`src/rtl/pim_pkg.sv`:
```
// Package for the PWM-input autorange meter: item, state and mode types,
// the prescaler range constants and the prescaler step function.
// No dependencies.
package pim_pkg;

   localparam int COUNT_FIELD_W = 16;
   localparam int PSC_W         = 16;
   localparam int TIME_W        = 17;

   typedef logic [1:0] mode_type;
   localparam mode_type MODE_IDLE  = 2'd0;
   localparam mode_type MODE_ARMED = 2'd1;
   localparam mode_type MODE_DONE  = 2'd2;

   localparam logic [PSC_W-1:0] PSC_DOUBLE_LIMIT = 16'h7FFF;
   localparam logic [PSC_W-1:0] PSC_MAX          = 16'hFFFF;
   localparam logic [PSC_W-1:0] PSC_FIRST        = 16'h0001;

   typedef struct packed {
      logic                     kind;
      logic                     overflow_flag;
      logic                     capture_flag;
      logic [COUNT_FIELD_W-1:0] high_count;
      logic [COUNT_FIELD_W-1:0] period_count;
   } item_type;

   typedef struct packed {
      mode_type           mode;
      logic [PSC_W-1:0]   prescale;
      logic               running;
   } ctrl_type;

   // autorange step: 0 -> 1, doubling while at most 0x7FFF, then saturate to 0xFFFF, then wrap to 0
   function automatic logic [PSC_W-1:0] next_prescale(input logic [PSC_W-1:0] p);
      logic [PSC_W-1:0] r;
      if (p == '0) begin
         r = PSC_FIRST;
      end else if (p == PSC_MAX) begin
         r = '0;
      end else if (p > PSC_DOUBLE_LIMIT) begin
         r = PSC_MAX;
      end else begin
         r = {p[PSC_W-2:0], 1'b0};
      end
      return r;
   endfunction

endpackage

```
`src/rtl/pwm_input_autorange_meter_core.sv`:
```
// Throughput: one item per cycle unless rsp_stall holds back a pending result.
// Items are registered at the input, then the update stage writes the
// mode, prescaler, run flag and held times, which double as the result register.
// Reset (synchronous): mode idle, prescaler 0, held times 0, counter running,
// both pipeline stages empty.
// Top level of the PWM-input autorange meter. Depends on pim_pkg, pim_step.
module pwm_input_autorange_meter_core #(
   parameter int COUNT_WIDTH = 16
) (
   input  logic                               clock,
   input  logic                               reset,
   input  logic                               req_valid,
   output logic                               req_stall,
   input  logic                               req_kind,
   input  logic                               req_overflow_flag,
   input  logic                               req_capture_flag,
   input  logic [pim_pkg::COUNT_FIELD_W-1:0]  req_high_count,
   input  logic [pim_pkg::COUNT_FIELD_W-1:0]  req_period_count,
   output logic                               rsp_valid,
   input  logic                               rsp_stall,
   output logic                               rsp_done_res,
   output logic [1:0]                         rsp_mode_now,
   output logic [pim_pkg::PSC_W-1:0]          rsp_prescale_now,
   output logic [pim_pkg::TIME_W-1:0]         rsp_high_time,
   output logic [pim_pkg::TIME_W-1:0]         rsp_cycle_time,
   output logic                               rsp_counter_clear,
   output logic                               rsp_timer_run
);
   import pim_pkg::*;

   localparam int CW = (COUNT_WIDTH < COUNT_FIELD_W) ? COUNT_WIDTH : COUNT_FIELD_W;
   localparam int HW = CW + 1;

   logic          in_valid_ff;
   item_type      item_ff;
   logic          out_valid_ff;
   ctrl_type      ctrl_ff;
   ctrl_type      ctrl_in;
   logic [HW-1:0] high_ff;
   logic [HW-1:0] high_in;
   logic [HW-1:0] cycle_ff;
   logic [HW-1:0] cycle_in;
   logic          clear_ff;
   logic          clear_in;
   logic          advance;
   logic          load;

   assign advance   = in_valid_ff && !(out_valid_ff && rsp_stall);
   assign req_stall = in_valid_ff && !advance;
   assign load      = req_valid && !req_stall;

   pim_step #(
      .COUNT_WIDTH(COUNT_WIDTH)
   ) u_step (
      .item      (item_ff),
      .ctrl_cur  (ctrl_ff),
      .high_cur  (high_ff),
      .cycle_cur (cycle_ff),
      .ctrl_nxt  (ctrl_in),
      .high_nxt  (high_in),
      .cycle_nxt (cycle_in),
      .clear_nxt (clear_in)
   );

   always_ff @(posedge clock) begin
      if (reset) begin
         in_valid_ff      <= 1'b0;
         out_valid_ff     <= 1'b0;
         ctrl_ff.mode     <= MODE_IDLE;
         ctrl_ff.prescale <= '0;
         ctrl_ff.running  <= 1'b1;
         high_ff          <= '0;
         cycle_ff         <= '0;
         clear_ff         <= 1'b0;
      end else begin
         if (load) begin
            in_valid_ff <= 1'b1;
         end else if (advance) begin
            in_valid_ff <= 1'b0;
         end
         if (advance) begin
            out_valid_ff <= 1'b1;
            ctrl_ff      <= ctrl_in;
            high_ff      <= high_in;
            cycle_ff     <= cycle_in;
            clear_ff     <= clear_in;
         end else if (!rsp_stall) begin
            out_valid_ff <= 1'b0;
         end
      end
   end

   always_ff @(posedge clock) begin
      if (load) begin
         item_ff.kind          <= req_kind;
         item_ff.overflow_flag <= req_overflow_flag;
         item_ff.capture_flag  <= req_capture_flag;
         item_ff.high_count    <= req_high_count;
         item_ff.period_count  <= req_period_count;
      end
   end

   assign rsp_valid         = out_valid_ff;
   assign rsp_done_res      = ctrl_ff.mode == MODE_DONE;
   assign rsp_mode_now      = ctrl_ff.mode;
   assign rsp_prescale_now  = ctrl_ff.prescale;
   assign rsp_high_time     = TIME_W'(high_ff);
   assign rsp_cycle_time    = TIME_W'(cycle_ff);
   assign rsp_counter_clear = clear_ff;
   assign rsp_timer_run     = ctrl_ff.running;

endmodule

```
`src/rtl/pim_step.sv`:
```
// Next-state logic of the PWM-input autorange meter: one item against the
// current mode, prescaler, run flag and held times. Depends on pim_pkg.
module pim_step #(
   parameter int COUNT_WIDTH = 16
) (
   input  pim_pkg::item_type  item,
   input  pim_pkg::ctrl_type  ctrl_cur,
   input  logic [((COUNT_WIDTH < 16) ? COUNT_WIDTH : 16):0] high_cur,
   input  logic [((COUNT_WIDTH < 16) ? COUNT_WIDTH : 16):0] cycle_cur,
   output pim_pkg::ctrl_type  ctrl_nxt,
   output logic [((COUNT_WIDTH < 16) ? COUNT_WIDTH : 16):0] high_nxt,
   output logic [((COUNT_WIDTH < 16) ? COUNT_WIDTH : 16):0] cycle_nxt,
   output logic               clear_nxt
);
   import pim_pkg::*;

   localparam int CW = (COUNT_WIDTH < COUNT_FIELD_W) ? COUNT_WIDTH : COUNT_FIELD_W;
   localparam int HW = CW + 1;

   logic [HW-1:0] h_base;
   logic [HW-1:0] c_base;
   logic [HW-1:0] bump;
   logic          accept_meas;

   assign h_base      = {1'b0, item.high_count[CW-1:0]} + HW'(1);
   assign c_base      = {1'b0, item.period_count[CW-1:0]} + HW'(1);
   assign bump        = HW'(ctrl_cur.prescale == '0);
   assign accept_meas = h_base < c_base;

   always_comb begin
      ctrl_nxt  = ctrl_cur;
      high_nxt  = high_cur;
      cycle_nxt = cycle_cur;
      clear_nxt = 1'b0;
      if (item.kind) begin
         if (ctrl_cur.mode == MODE_DONE) begin
            ctrl_nxt.mode = MODE_IDLE;
         end
         ctrl_nxt.prescale = '0;
         ctrl_nxt.running  = 1'b1;
         clear_nxt         = 1'b1;
      end else if (ctrl_cur.mode == MODE_DONE) begin
         ctrl_nxt.prescale = '0;
         clear_nxt         = 1'b1;
      end else if (item.overflow_flag && !item.capture_flag) begin
         ctrl_nxt.mode     = MODE_IDLE;
         ctrl_nxt.prescale = next_prescale(ctrl_cur.prescale);
         clear_nxt         = 1'b1;
      end else if (ctrl_cur.mode != MODE_ARMED) begin
         if (item.capture_flag) begin
            ctrl_nxt.mode = MODE_ARMED;
         end
      end else if (item.capture_flag) begin
         if (accept_meas) begin
            ctrl_nxt.mode    = MODE_DONE;
            ctrl_nxt.running = 1'b0;
            high_nxt         = h_base + bump;
            cycle_nxt        = c_base + bump;
         end else begin
            ctrl_nxt.prescale = '0;
            ctrl_nxt.running  = 1'b1;
            clear_nxt         = 1'b1;
            high_nxt          = h_base;
            cycle_nxt         = c_base;
         end
      end
   end

endmodule

```
`config.mk`:
```
export PLATFORM = sky130hd
export DESIGN_NAME = pwm_input_autorange_meter_core
export DESIGN_NICKNAME = d
export VERILOG_FILES = /design/src/rtl/pim_pkg.sv /design/src/rtl/pwm_input_autorange_meter_core.sv /design/src/rtl/pim_step.sv
export SDC_FILE = /design/constraint.sdc
export NUM_CORES = 1
export LEC_CHECK = 0
export ABC_AREA = 1
export BUFFER_PORTS_ARGS = -buffer_cell sky130_fd_sc_hd__clkbuf_2
export CORE_MARGIN = 10
export CORE_UTILIZATION = 50
export DETAILED_ROUTE_END_ITERATION = 12
export GPL_TIMING_DRIVEN = 0
export PLACE_DENSITY = 0.71
export SYNTH_ARGS = -nofsm -noshare
export SYNTH_HDL_FRONTEND = slang
export SYNTH_HIERARCHICAL = 1
export SYNTH_SLANG_ARGS = --single-unit
```
`constraint.sdc`:
```
create_clock -name clock -period 6.19 [get_ports clock]
set_clock_uncertainty 0.15 [all_clocks]
set_input_delay 0.619 -clock clock [delete_from_list [all_inputs] [get_ports clock]]
set_output_delay 0.619 -clock clock [all_outputs]
set_load 0.02 [all_outputs]
```
==> impl_metrics.env <==
export IMPL_fin_setup_tns_ns=0
export IMPL_portBuffers=95
export IMPL_synth_most_common_cell="nand2_1"
export IMPL_p_int_mw=1.08
export IMPL_async_reset_ff_share_pct=0
export IMPL_clock_sinks=91
export IMPL_final_hold_violation_count=0
export IMPL_power_frac_comb_pct=23.2
export IMPL_layout_min_cycle_time_ns=3.86
export IMPL_syn_area_mm2=0.00654
export IMPL_cts_buffers=9
export IMPL_yosysUniqueCellTypes=47
export IMPL_drt_iter0_markers=585
export IMPL_route_detailed_drc=0
export IMPL_cp_start_kind="register"
export IMPL_synthTopCellsByArea="dfxtp_1 17%, edfxtp_1 16%, nand2_1 13%"
export IMPL_power_density_mw_per_mm2=213
export IMPL_rsz0062_at_grt="false"
export IMPL_wl_met2_mm=7.97
export IMPL_status="finished clean"
export IMPL_postSynthCellCount=982
export IMPL_dieArea_mm2=0.0180
export IMPL_die_h_um=134
export IMPL_grt_max_degree=27
export IMPL_worst_ir_drop_vdd_v=0.000177
export IMPL_diodes=0
export IMPL_synthToLayoutAreaGrowth_pct=15.3
export IMPL_vias=6609
export IMPL_grt_pass1_vias=6188
export IMPL_path_class="register to register"
export IMPL_rows=41
export IMPL_postCtsHoldBufs=0
export IMPL_nFillCells=1318
export IMPL_slew_headroom_pct=56.5
export IMPL_grt_pass1_wl_mm=30.6
export IMPL_timing_fmax_mhz=259
export IMPL_cellLeakagePower_nw=3.61
export IMPL_drive_gt1_share_pct=18.0
export IMPL_finalMaxSlewViolations=0
export IMPL_maxCapViolCount=0
export IMPL_postLayoutCellArea_mm2=0.00753
export IMPL_p_switching_mw=0.525
export IMPL_routed_wl_met3_mm=1.38
export IMPL_pwr_share_seq_pct=43.7
export IMPL_clk_pin_slew_ns=0.07
export IMPL_fin_util_pct=59.2
export IMPL_final_antenna_net_count=0
export IMPL_synth_flop_cell="dfxtp_1"
export IMPL_clock_tree_root_cell="clkbuf_16"
export IMPL_clkPwrFrac_pct=33.0
export IMPL_fin_crit_sh_pct=62.4
export IMPL_place_area_mm2=0.00726
export IMPL_placedCellCount=1250
export IMPL_ios=96
export IMPL_synth_top_cell_by_area="dfxtp_1"
export IMPL_cts_resized_gates=0
export IMPL_post_cts_setup_buffer_count=0
export IMPL_htreeDepth=3
export IMPL_grt_use_total_pct=20.7
export IMPL_wl_per_cell_um=14.8
export IMPL_antenna_found_initial=0
export IMPL_endpoint_kind="register"
export IMPL_wl_mm=18.7
export IMPL_nets=1148
export IMPL_cp_arrival_ns=4.01
export IMPL_instances_no_fill=1266
export IMPL_cp_max_fo=10
export IMPL_dr_pass1_iters=5
export IMPL_floorplan_die_width_um=134
export IMPL_clockBufferDepth=2
export IMPL_synth_area_per_cell_um2=6.66
export IMPL_hp_class="input port to register"
export IMPL_ys_ff_latch=91
export IMPL_insertion_delay_ns=0.36
export IMPL_dp_hpwl_mm=14.4
export IMPL_grt_overflow=0
export IMPL_syn_num_nets=1041
export IMPL_gp_congestion=0.944
export IMPL_start_util_pct=51.4
export IMPL_cts_tree="yes"
export IMPL_yosysWarningCount=6
export IMPL_cp_data_required_time_ns=6.34
export IMPL_setup_violations=0
export IMPL_vias_per_cell=5.22
export IMPL_wl_met1_mm=8.90
export IMPL_yosysTopAreaCellShare_pct=17.1
export IMPL_tightest_slew_ns=0.652
export IMPL_synth_edf_count=35
export IMPL_yosysSeqAreaShare_pct=33.2
export IMPL_p_sw_share_pct=32.8
export IMPL_top_layer="met4"
export IMPL_core_area_mm2=0.0127
export IMPL_synth_common_cells="233 x nand2_1, 135 x inv_1, 124 x nand3_1"
-- per-stage QoR --
| step | hold WS (ns) | worst slack, ns | total power [mW] |
|---|---|---|---|
| 3_3_place_gp | 0.320 | 2.41 | 1.08 |
| 5_1_grt | 0.272 | 1.94 | 1.69 |
| 2_1_floorplan | 0.403 | 3.07 | 0.971 |
| 3_5_place_dp | 0.344 | 2.43 | 1.08 |
| 6_report | 0.281 | 2.33 | 1.60 |
| 4_1_cts | 0.275 | 2.39 | 1.61 |
-- area by class of cell --
class / count / area [um2] / share of cell area, %
repair buffers: 96 / 503 / 6.68
flip-flops and latches: 91 / 2170 / 28.8
well taps: 172 / 215 / 2.86
clock buffers: 11 / 243 / 3.22
inverters: 144 / 543 / 7.21
multi-input cells: 701 / 3560 / 47.2
clock inverters: 5 / 36.3 / 0.482
plain buffers: 46 / 263 / 3.49
-- cells in the final DEF, fill, tap and decap left out, types with 3 or more instances in the layout --
cell       instances
a21oi_1           61
buf_2             27
buf_6              5
clkbuf_1          12
clkbuf_16          9
clkbuf_2          95
dfxtp_1           56
edfxtp_1          35
ha_1              20
inv_1            135
inv_2              8
nand2_1          233
nand2_2           10
nand2_4            4
nand3_1          124
nand3_2            4
nand4_1           15
nor2_1           114
nor2_2            10
nor2_4             4
nor4_1             3
o21ai_0           17
o21ai_1           16
o21bai_1           6
o31ai_1           12
o32ai_1            3
xnor2_1            4
xor2_1            15
-- critical path, cell delays in order, from the launching register on --
cell and delay, ns:
edfxtp_1 0.40, ha_1 0.21, nand2_2 0.10, nor2_4 0.20, nand4_1 0.15, nor2_1 0.15, nand2_1 0.11, o22ai_1 0.37
ha_1 0.33, a21oi_1 0.14, o21ai_0 0.12, o21bai_1 0.22, a21oi_4 0.19, buf_2 0.29, nand2_1 0.09, nand2_1 0.08
nand3_1 0.14, nand2_1 0.11, inv_1 0.04, nand3_1 0.07, nand2_1 0.05, nor2_1 0.10
-- sequential cells by signal, summed over array words and instances, names as in the netlist --
register,count
in_valid_ff,1
item_ff,35
rsp_counter_clear,1
rsp_cycle_time,17
rsp_high_time,17
rsp_mode_now,2
rsp_prescale_now,16
rsp_timer_run,1
rsp_valid,1
-- cell families after synthesis --
family | after synthesis | synth area share [%]
flops | 91 | 33.2
simple gates | 533 | 36.4
buf+inv | 190 | 12.3
fa+ha+maj | 20 | 3.83
xor+xnor | 20 | 2.79
compound gates | 128 | 11.5
-- path summary, 6_finish.rpt --
| path | startpoint | to | slack [ns] | cells past startpoint |
|---|---|---|---|---|
| worst max-delay path | item_ff[0] | rsp_high_time[8] | 2.33 | 21 |
| worst min-delay path | req_period_count[1] | item_ff[1] | 0.28 | 1 |
| worst max register to register | item_ff[0] | rsp_high_time[8] | 2.33 | 21 |
| worst min register to register | rsp_counter_clear | rsp_counter_clear | 0.36 | 2 |
-- layer usage --
layer	track usage, %	up-vias
li1	-	3380
met1	27.6	2988
met2	31.5	204
met3	5.19	37
met4	7.50	0
met5	0	-
-- power groups by stage --
stage / Sequential [mW] / Clock, mW / Combinational (mW)
after floorplan: 0.732 / 0 / 0.238
after global placement: 0.714 / 0 / 0.362
after detailed placement: 0.714 / 0 / 0.368
after CTS: 0.701 / 0.540 / 0.370
after global routing: 0.707 / 0.563 / 0.420
final: 0.701 / 0.530 / 0.373
Power figures use the tool's default switching activity.
